==> config.mk <==
export PLATFORM = sky130hd
export DESIGN_NAME = ordered_list_engine
export DESIGN_NICKNAME = d
export VERILOG_FILES = /design/src/design/ole_pkg.sv /design/src/design/ole_ram.sv /design/src/design/ordered_list_engine.sv
export SDC_FILE = /design/constraint.sdc
export NUM_CORES = 1
export LEC_CHECK = 0
export BUFFER_PORTS_ARGS = -buffer_cell sky130_fd_sc_hd__buf_2
export CAP_MARGIN = 20
export CORE_MARGIN = 1.5
export CORE_UTILIZATION = 30
export CTS_CLUSTER_DIAMETER = 150
export DETAILED_ROUTE_END_ITERATION = 6
export MAX_ROUTING_LAYER = met4
export PLACE_DENSITY = 0.44
export SYNTH_ARGS = -nofsm -noshare
export SYNTH_HDL_FRONTEND = slang
export SYNTH_SLANG_ARGS = --single-unit
==> constraint.sdc <==
create_clock -name clk -period 9.8 [get_ports clk]
set_input_delay 0.98 -clock clk [delete_from_list [all_inputs] [get_ports clk]]
set_output_delay 0.98 -clock clk [all_outputs]
set_load 0.1 [all_outputs]
==> src/design/ole_pkg.sv <==
// Shared types and codes for the ordered list engine.
// No dependencies.
`timescale 1ns / 1ps
`default_nettype none
package ole_pkg;

  localparam int CAPACITY_DEF = 32;

  localparam logic [1:0] OP_INSERT = 2'd0;
  localparam logic [1:0] OP_APPEND = 2'd1;
  localparam logic [1:0] OP_DELETE = 2'd2;
  localparam logic [1:0] OP_DUMP   = 2'd3;

  localparam logic [2:0] ST_DONE   = 3'd0;
  localparam logic [2:0] ST_FULL   = 3'd1;
  localparam logic [2:0] ST_BADPOS = 3'd2;
  localparam logic [2:0] ST_EMPTY  = 3'd3;
  localparam logic [2:0] ST_DATA   = 3'd4;

  typedef struct packed {
    logic [1:0]         operation;
    logic signed [31:0] item_value;
    logic [5:0]         position;
  } in_t;

  typedef struct packed {
    logic signed [31:0] out_value;
    logic [2:0]         status;
    logic               last;
    logic [5:0]         length;
  } out_t;

endpackage
`default_nettype wire

==> src/design/ole_ram.sv <==
// Generic simple dual-port RAM: one write port, one registered read port.
// No dependencies.
`timescale 1ns / 1ps
`default_nettype none
module ole_ram #(
  parameter int WIDTH = 32,
  parameter int DEPTH = 32
) (
  input  wire logic                     clk,
  input  wire logic                     we,
  input  wire logic [$clog2(DEPTH)-1:0] waddr,
  input  wire logic [WIDTH-1:0]         wdata,
  input  wire logic [$clog2(DEPTH)-1:0] raddr,
  output logic      [WIDTH-1:0]         rdata
);

  logic [WIDTH-1:0] mem [DEPTH];

  always_ff @(posedge clk) begin
    if (we) begin
      mem[waddr] <= wdata;
    end
    rdata <= mem[raddr];
  end

endmodule
`default_nettype wire

==> src/design/ordered_list_engine.sv <==
// Ordered list engine on ole_pkg and ole_ram: circular buffer in one RAM, head and count in flops.
// Insert, append, full/bad/empty, end deletes: result next cycle, 1 per cycle if out_stall is low.
// Middle delete: one RAM shift per moved entry in S_DEL, then the result is registered.
// Dump: one entry per cycle off the registered RAM read, while out_stall is low.
// One transaction in flight; the next is accepted at the edge that takes its last result.
// Reset (synchronous, rst_n low) empties the list; RAM contents are not cleared.
`timescale 1ns / 1ps
`default_nettype none
module ordered_list_engine #(
  parameter int CAPACITY = ole_pkg::CAPACITY_DEF
) (
  input  wire logic         clk,
  input  wire logic         rst_n,
  input  wire logic         in_valid,
  output logic              in_stall,
  input  wire ole_pkg::in_t in_data,
  output logic              out_valid,
  input  wire logic         out_stall,
  output ole_pkg::out_t     out_data
);

  localparam int IW   = $clog2(CAPACITY);
  localparam int CNTW = $clog2(CAPACITY + 1);
  localparam int SW   = CNTW + 1;
  localparam int CMPW = (CNTW > 6) ? CNTW : 6;

  localparam logic [1:0] S_IDLE = 2'd0;
  localparam logic [1:0] S_DEL  = 2'd1;
  localparam logic [1:0] S_DUMP = 2'd2;

  logic [1:0]      state_r, state_nxt;
  logic [IW-1:0]   head_r, head_nxt;
  logic [CNTW-1:0] count_r, count_nxt;
  logic [CNTW-1:0] idx_r, idx_nxt;
  logic [CNTW-1:0] widx_r, widx_nxt;
  logic            dv_r, dv_nxt;
  logic            wv_r, wv_nxt;
  logic            out_valid_r, out_valid_nxt;
  ole_pkg::out_t   out_r, out_nxt;

  logic            we;
  logic [IW-1:0]   waddr, raddr;
  logic [31:0]     wdata, rdata;
  logic            out_free, accept, full, take;
  logic [CNTW-1:0] rd_idx;

  function automatic logic [IW-1:0] phys(input logic [IW-1:0] head,
                                         input logic [CNTW-1:0] k);
    logic [SW-1:0] s;
    s = SW'(head) + SW'(k);
    if (s >= SW'(CAPACITY)) begin
      s = s - SW'(CAPACITY);
    end
    return IW'(s);
  endfunction

  function automatic ole_pkg::out_t mk(input logic [31:0] v, input logic [2:0] st,
                                       input logic lst, input logic [CNTW-1:0] n);
    ole_pkg::out_t r;
    r.out_value = v;
    r.status    = st;
    r.last      = lst;
    r.length    = 6'(n);
    return r;
  endfunction

  ole_ram #(.WIDTH(32), .DEPTH(CAPACITY)) u_ram (
    .clk  (clk),
    .we   (we),
    .waddr(waddr),
    .wdata(wdata),
    .raddr(raddr),
    .rdata(rdata)
  );

  assign out_free  = !out_valid_r || !out_stall;
  assign in_stall  = (state_r != S_IDLE) || !out_free;
  assign accept    = in_valid && !in_stall;
  assign full      = count_r >= CNTW'(CAPACITY);
  assign take      = dv_r && out_free;
  assign rd_idx    = take ? idx_r + CNTW'(1) : idx_r;
  assign out_valid = out_valid_r;
  assign out_data  = out_r;

  always_comb begin
    state_nxt     = state_r;
    head_nxt      = head_r;
    count_nxt     = count_r;
    idx_nxt       = idx_r;
    widx_nxt      = widx_r;
    dv_nxt        = dv_r;
    wv_nxt        = wv_r;
    out_valid_nxt = out_valid_r && out_stall;
    out_nxt       = out_r;
    we            = 1'b0;
    waddr         = phys(head_r, count_r);
    wdata         = in_data.item_value;
    raddr         = phys(head_r, idx_r);
    unique case (state_r)
      S_IDLE: begin
        if (accept) begin
          out_valid_nxt = 1'b1;
          unique case (in_data.operation) inside
            ole_pkg::OP_INSERT, ole_pkg::OP_APPEND: begin
              if (full) begin
                out_nxt = mk('0, ole_pkg::ST_FULL, 1'b1, count_r);
              end else begin
                we        = 1'b1;
                count_nxt = count_r + CNTW'(1);
                if (in_data.operation == ole_pkg::OP_INSERT) begin
                  head_nxt = (head_r == '0) ? IW'(CAPACITY - 1) : head_r - IW'(1);
                  waddr    = head_nxt;
                end
                out_nxt = mk('0, ole_pkg::ST_DONE, 1'b1, count_nxt);
              end
            end
            ole_pkg::OP_DELETE: begin
              if (in_data.position == '0 ||
                  CMPW'(in_data.position) > CMPW'(count_r)) begin
                out_nxt = mk('0, ole_pkg::ST_BADPOS, 1'b1, count_r);
              end else if (CMPW'(in_data.position) == CMPW'(count_r) ||
                           in_data.position == 6'd1) begin
                if (in_data.position == 6'd1) begin
                  head_nxt = phys(head_r, CNTW'(1));
                end
                count_nxt = count_r - CNTW'(1);
                out_nxt   = mk('0, ole_pkg::ST_DONE, 1'b1, count_nxt);
              end else begin
                out_valid_nxt = 1'b0;
                state_nxt     = S_DEL;
                idx_nxt       = CNTW'(in_data.position);
                wv_nxt        = 1'b0;
              end
            end
            default: begin
              if (count_r == '0) begin
                out_nxt = mk('0, ole_pkg::ST_EMPTY, 1'b1, count_r);
              end else begin
                out_valid_nxt = 1'b0;
                state_nxt     = S_DUMP;
                idx_nxt       = '0;
                dv_nxt        = 1'b0;
              end
            end
          endcase
        end
      end
      S_DEL: begin
        // read entry idx, write last cycle's data one place toward the front
        if (wv_r) begin
          we    = 1'b1;
          waddr = phys(head_r, widx_r);
          wdata = rdata;
        end
        if (idx_r < count_r) begin
          wv_nxt   = 1'b1;
          widx_nxt = idx_r - CNTW'(1);
          idx_nxt  = idx_r + CNTW'(1);
        end else begin
          wv_nxt        = 1'b0;
          count_nxt     = count_r - CNTW'(1);
          out_valid_nxt = 1'b1;
          out_nxt       = mk('0, ole_pkg::ST_DONE, 1'b1, count_nxt);
          state_nxt     = S_IDLE;
        end
      end
      S_DUMP: begin
        raddr   = phys(head_r, rd_idx);
        dv_nxt  = 1'b1;
        idx_nxt = rd_idx;
        if (take) begin
          out_valid_nxt = 1'b1;
          out_nxt = mk(rdata, ole_pkg::ST_DATA, rd_idx == count_r, count_r);
          if (rd_idx == count_r) begin
            dv_nxt    = 1'b0;
            state_nxt = S_IDLE;
          end
        end
      end
      default: begin
        state_nxt = S_IDLE;
      end
    endcase
  end

  always_ff @(posedge clk) begin
    if (!rst_n) begin
      state_r     <= S_IDLE;
      head_r      <= '0;
      count_r     <= '0;
      idx_r       <= '0;
      widx_r      <= '0;
      dv_r        <= 1'b0;
      wv_r        <= 1'b0;
      out_valid_r <= 1'b0;
    end else begin
      state_r     <= state_nxt;
      head_r      <= head_nxt;
      count_r     <= count_nxt;
      idx_r       <= idx_nxt;
      widx_r      <= widx_nxt;
      dv_r        <= dv_nxt;
      wv_r        <= wv_nxt;
      out_valid_r <= out_valid_nxt;
    end
  end

  always_ff @(posedge clk) begin
    out_r <= out_nxt;
  end

endmodule
`default_nettype wire

=== Word-level counts from Yosys, hierarchy flattened ===
Memories as Yosys holds them, arrays and structs flattened. A register that Yosys moved wholly into a read port is not among the register bits.
Index checks and enable logic that the tools add are counted.

* Output and inout port bits: 44
* Input port bits: 44
* Memories kept: 1
* Memory bits (writable): 1024
* Bits in registers: 70
* ROM bits: 0
* Word-level logic and storage cells: 179
* Latch bits: 0

{| class="wikitable"
|+ Memory list
! name !! words !! width !! read ports !! clocked after memory_dff !! write ports !! line !! text
|-
| u_ram.mem || 32 || 32 || 1 || 1 || 1 || ole_ram.sv:17 || <nowiki>logic [WIDTH-1:0] mem [DEPTH];</nowiki>
|}

* $add $sub $neg: 15
* Shifts and indexed selects: 0
* Eq/ne operators: 31
* Order comparisons: 8
* Div/mod/pow operators: 0
* Multiplexer cells: 81
* Bitwise logic cells: 0
* Reductions and logical operators: 31
* $mul: 0

{| class="wikitable"
|+ Operator list
! cell !! count
|-
| 42-bit two-way mux || 6
|-
| 42-bit case mux with 3 select lines || 1
|-
| 5-bit two-way mux || 17
|-
| 42-bit case mux with 2 select lines || 1
|-
| 6-bit two-way mux || 11
|-
| 32-bit two-way mux || 2
|-
| 6-bit case mux with 2 select lines || 3
|-
| 5-bit by 1-bit subtractor with 5-bit output (second input constant) || 6
|-
| 5-bit by 6-bit adder with 7-bit output || 4
|-
| 7-bit by 6-bit >= comparator with 1-bit output (second input constant) || 4
|-
| 2-bit != test (second input constant) || 14
|-
| 1-bit two-way mux || 22
|-
| 5-bit case mux with 2 select lines || 2
|-
| 6-bit case mux with 3 select lines || 1
|-
| 8-bit AND reduction || 2
|-
| 3-bit != test (second input constant) || 5
|-
| 2-bit two-way mux || 7
|-
| 7-bit AND reduction || 2
|-
| 6-bit by 1-bit adder with 6-bit output (second input constant) || 2
|-
| 6-bit == test || 2
|-
| 6-bit >= comparator (second input constant) || 2
|-
| 6-bit zero test || 2
|-
| 6-bit by 1-bit subtractor with 6-bit output (second input constant) || 2
|-
| 8-bit two-way mux || 1
|-
| other kinds (27) || 45
|}

=== Depth between registers and ports, before layout ===
* Word-level depth: 10
* Mapped depth: 14
* Gate-level depth less buffers: 12

=== Modules after synthesis ===
Synthesis repeated with hierarchy kept, for this count alone.

* Cell total of the unflattened synthesis: 2838
* Area total of the unflattened synthesis: 45816.4 sq um

{| class="wikitable"
|+ Modules (own cells, without submodules)
! module !! instances !! area each (sq um) !! seq. area each (sq um) !! cells an instance
|-
| ole_ram || 1 || 40492.6 || 31390.1 || 2260
|-
| ordered_list_engine || 1 || 5323.9 || 1801.7 || 578
|}

=== Least setup slack after synthesis ===
No wires, ideal clock.

* Path type: input -> register
* Start: input port in_data[4] (netlist bit)
* End: register out_r (netlist bit out_data[0]), enable pin
* Data required time: 9295 ps
* Stages: 8
* Arrival time: 5392 ps
* Setup time: 505 ps
* Path slack: 3903 ps
* Path buffers: 0
* Cell sequence: ha_1 > and4_1 > and3_1 > a31oi_1 > nor3_1 > nor2_1 > nand2_1 > a211oi_1

* Longest elaborated chain between the ends: 4
* Elaborated cells between the ends (all ways): 8
* Classes of those cells: order compare (1); eq/ne (3); reduce/logical (4)

{| class="wikitable"
|+ RTL lines
! what !! line !! text
|-
| from (decl) || ordered_list_engine.sv:16 || <nowiki>input wire ole_pkg::in_t in_data,</nowiki>
|-
| 6-bit > comparator (tied with other cells) || ordered_list_engine.sv:119 || <nowiki>CMPW'(in_data.position) > CMPW'(count_r)) begin</nowiki>
|-
| 1-bit logical OR (on tied branches) || ordered_list_engine.sv:118, ordered_list_engine.sv:121 ||
|-
| 4-bit != test (no source line) * || -- ||
|-
| 6-bit AND reduction (no source line) * || -- ||
|-
| to (signal assigned) || ordered_list_engine.sv:209 || <nowiki>out_r <= out_nxt;</nowiki>
|-
| to (decl) || ordered_list_engine.sv:39 || <nowiki>ole_pkg::out_t out_r, out_nxt;</nowiki>
|}

Every way passes the cells marked *; elsewhere a longest branch is shown, timed or not.
A chain may end at the register's enable or synchronous reset.

=== Worst setup path in the final report ===
* Start: register state_r[0]
* End: register u_ram.rdata[16] (read register of u_ram.mem)

* Longest elaborated chain between the ends: 2

{| class="wikitable"
|+ RTL lines
! what !! line !! text
|-
| from (decl) || ordered_list_engine.sv:31 || <nowiki>logic [1:0] state_r, state_nxt;</nowiki>
|-
| from (signal assigned) || ordered_list_engine.sv:197 || <nowiki>state_r <= state_nxt;</nowiki>
|-
| 2-bit == test || ordered_list_engine.sv:99 || <nowiki>unique case (state_r)</nowiki>
|-
| 5-bit two-way mux || ordered_list_engine.sv:99 ||
|-
| to (decl) || ole_ram.sv:14 || <nowiki>output logic [WIDTH-1:0] rdata</nowiki>
|}

Every way passes these cells.

==> results.md <==
- Status: finished, final reports clean
- Syn avg cell area: ~21 µm²
- Clk buf depth: 3
- CTS Hold Bufs: 0
- Crit path kind: flip-flop to flip-flop
- Crit Reg-Reg Startpoint: state_r[0]
- Seq pwr share: just over 40%
- Unrepaired setup endpoints after global routing: false
- Die Ht: between 300 and 400 µm
- PortBufs: 87
- Share of the synthesized area in the top cell type: just over 70%
- Post-route cell area: approximately 52000 µm²
- Syn Nets: between 2000 and 2500
- Total Power: 14.0 mW
- Die area: 152000 µm²
- Synth top area cells: edfxtp_1 71%, mux4_2 16%, dfxtp_1 2.6%
- # setup viols final: 0
- R2r worst-path depth: 12
- TritonCTS clock tree: done
- DP Area: roughly 48000 µm²
- Clock power share: between 30% and 40%
- Synth warnings: 0
- Crit share post-route: 58.9%
- Reg2reg setup slack: around 4.0 ns
- Async SR Flop Fraction: 0%
- Remaining DRCs: 0
- Synth Flop Type: edfxtp_1
- Startpoint types: flip-flop
- Data required time at the worst endpoint: 10.42 ns
- Synth cell types: 71
- Final nets: roughly 2300
- Critical Path Max Stage Delay: between 1.5 and 2 ns
- First-pass GRT wire length: between 150000 and 200000 µm
- Hold EP: widx_r[4]
- Pint: 9.73 mW
- Switching Fraction: roughly 30%
- Cts bufs inserted: 120
- Via/cell ratio: approximately 5.1
- Worst setup EP type: flip-flop
- Sequential element share of the synthesized area: 74.0%
- Headroom to the max-slew limit: around 28%
- Fin. Hold Viols: 0
- Post-place setup slack: ~3.5 ns
- Clock slew at reported path FFs: around 0.060 ns
- Rows: 141
- Slew Viols, Final: 0
- Die X: between 300 and 400 µm
- Max cap viols: 0
- Hold crit path type: flip-flop to flip-flop
- Clk_lat worst skew: roughly 0.74 ns
- Crit-path slowest cell: fa_4
- Pwr/cell area: about 270 nW/µm²
- Antenna fix cells: 0
- GPL Wtd Cong: 0.800
- Largest net degree at the start of global routing: approximately 150
- Htree depth: 3
- Critical hold path startpoint: widx_r[4]
- Setup_tns: 0 ns
- Final HPWL DP: slightly above 60000 µm
- IO Pins: 88
- Avg WL per Cell: a little under 30 µm
- Final WS setup: between 4 and 5 ns
- Yosys reg bits: between 1000 and 1500
- Worst EP arrival: between 6 and 7 ns
- Grt ovf: 0
- Area leader, netlist: edfxtp_1
- Peak supply drop: 0.000150 V
- CP Max Fanout: between 50 and 60
- EDFF count, synth: 1066
- Max Fclk: around 0.17 GHz
- Cell count of the worst hold path: 2
- Num Clock Sinks: between 1000 and 1500
- GRT Util Overall: around 17%
- Final Routed Wirelength: around 130000 µm
- Root Driver: clkbuf_16
- Via Count: ~22000
- Core box area: between 100000 and 150000 µm²
- Resized cells post-CTS: 0
- Starting Density: a little under a third
- Final ANT Viol Nets: 0
- Leakage: around 16 nW
- Clk_skew: between 0.015 and 0.02 ns
- Crit path cell chain: inv_1 > ha_2 > buf_4 > nand2_1 > xnor2_1 > ha_4 > inv_1 > fa_4 > buf_4 > mux4_2 > mux4_2 > mux2_2
- Synthesized area: 44800 µm²
- Fin util: a little over a third
- Mapped Cells: about 2100
- Drt pass-1 iters: 5
- FF-to-FF End: u_ram.rdata[16]
- Comb power frac: a little over a quarter
- Final min period: 5.77 ns
- Switching power total: 4.32 mW
- Postcts setup bufs: 0
- Initial antenna violation count: 6
- Area grow syn2layout: 15.1%
- Vias in the first global route: approximately 23000
- DR iter-0 viols: 2341
- Slew @ Worst Pin: 1.08 ns
- Fraction of layout cells with a size suffix above 1: 31.6%
## layout make-up
cell class / instances / area [µm²]
Sequential cell: 1125 / 33200
Clock buffer: 171 / 3340
Timing Repair Buffer: 134 / 826
Fill cell: 13600 / 96400
Tap cell: 1930 / 2410
Multi-Input combinational cell: 836 / 11200
Clock inverter: 57 / 554
Inverter: 21 / 78.8
## worst max-delay path by stage
stage,from,slack (ns),cells past startpoint,end
floorplan,in_data[4],3.90,8,out_data[0]
global placement,out_stall,3.56,11,u_ram.rdata[16]
detailed placement,out_stall,3.46,11,u_ram.rdata[16]
CTS,state_r[0],3.92,12,u_ram.rdata[16]
global route,state_r[0],3.73,12,u_ram.rdata[16]
finish,state_r[0],4.03,12,u_ram.rdata[16]
## worst max-delay path: cells and delay by family, from the launching register on
family / cells / cell delay [ns]
adder cells (fa/ha/maj): 3 / 1.85
buffers and inverters: 4 / 1.56
multiplexers: 3 / 1.23
flip-flops: 1 / 0.33
XOR/XNOR: 1 / 0.29
AND/OR/NAND/NOR: 1 / 0.23
## synth_stat cells, types with 8 or more instances
library cell and instances:
and2_1 37, a21o_1 9, buf_6 27, a21oi_1 32
clkbuf_1 47, a221oi_1 8, xor2_1 8, nand2_1 54
a211oi_1 12, dfxtp_1 59, nor2_1 68, inv_1 18
nor3_1 13, xnor2_1 31, edfxtp_1 1066, o21ai_0 15
buf_2 28, nand3_1 23, mux2_2 66, mux4_2 320
ha_1 33, a31oi_1 9
## power by group through the flow
| stage | Combinational [mW] | Sequential, mW | Clock, mW |
|---|---|---|---|
| finish | 3.80 | 5.78 | 4.47 |
| detailed placement | 3.87 | 5.88 | 0 |
| CTS | 3.88 | 5.78 | 4.58 |
| global placement | 3.84 | 5.88 | 0 |
| global route | 4.06 | 5.81 | 4.75 |
| floorplan | 2.38 | 6.38 | 0 |
## state kept, by name, indices dropped and copies added, names as in the netlist
name         cells
count_r          6
u_ram.mem     1024
u_ram.rdata     32
widx_r           5
state_r          2
out_valid        1
head_r           5
wv_r             1
out_data        42
dv_r             1
idx_r            6
## cell families (layout without fill, tap and decap cells)
| logic type | Yosys count | count (layout) | share of synthesized area (%) |
|---|---|---|---|
| multiplexers | 389 | 389 | 17.8 |
| buffers and inverters | 128 | 383 | 1.60 |
| AND/OR/NAND/NOR | 233 | 233 | 2.55 |
| adder cells (fa/ha/maj) | 36 | 36 | 1.05 |
| XOR/XNOR | 40 | 40 | 0.798 |
| flip-flops | 1125 | 1125 | 74.0 |
| AO/OA/AOI/OAI | 138 | 138 | 2.17 |
## placed cells by master (no fill, tap or decap), drive strengths merged, types with 10 or more instances in the layout
cell type | Yosys | layout
edfxtp | 1066 | 1066
clkbuf | 48 | 171
nor3 | 14 | 14
nand3 | 24 | 24
buf | 59 | 134
mux2 | 66 | 66
xnor2 | 32 | 32
ha | 33 | 33
and2 | 37 | 37
nor2 | 69 | 69
dfxtp | 59 | 59
a221oi | 10 | 10
mux4 | 320 | 320
o21ai | 18 | 18
a211oi | 12 | 12
clkinv | 2 | 47
inv | 19 | 20
a21oi | 32 | 32
nand2 | 54 | 54
## per-stage QoR
stage	cells	hold WS (ns)
CTS	4274	0.495
floorplan	2089	0.443
detailed placement	4046	0.489
global route	4274	0.517
finish	4274	0.498
global placement	4046	0.477
## layer usage
layer	wire length (µm)	up-vias	track usage, %
li1	-	9051	-
met1	56800	12000	23.6
met2	60000	676	26.7
met3	6200	190	2.33
met4	2580	0	4.09
met5	0	-	-
Note: power is estimated with default switching activity, not from simulation.
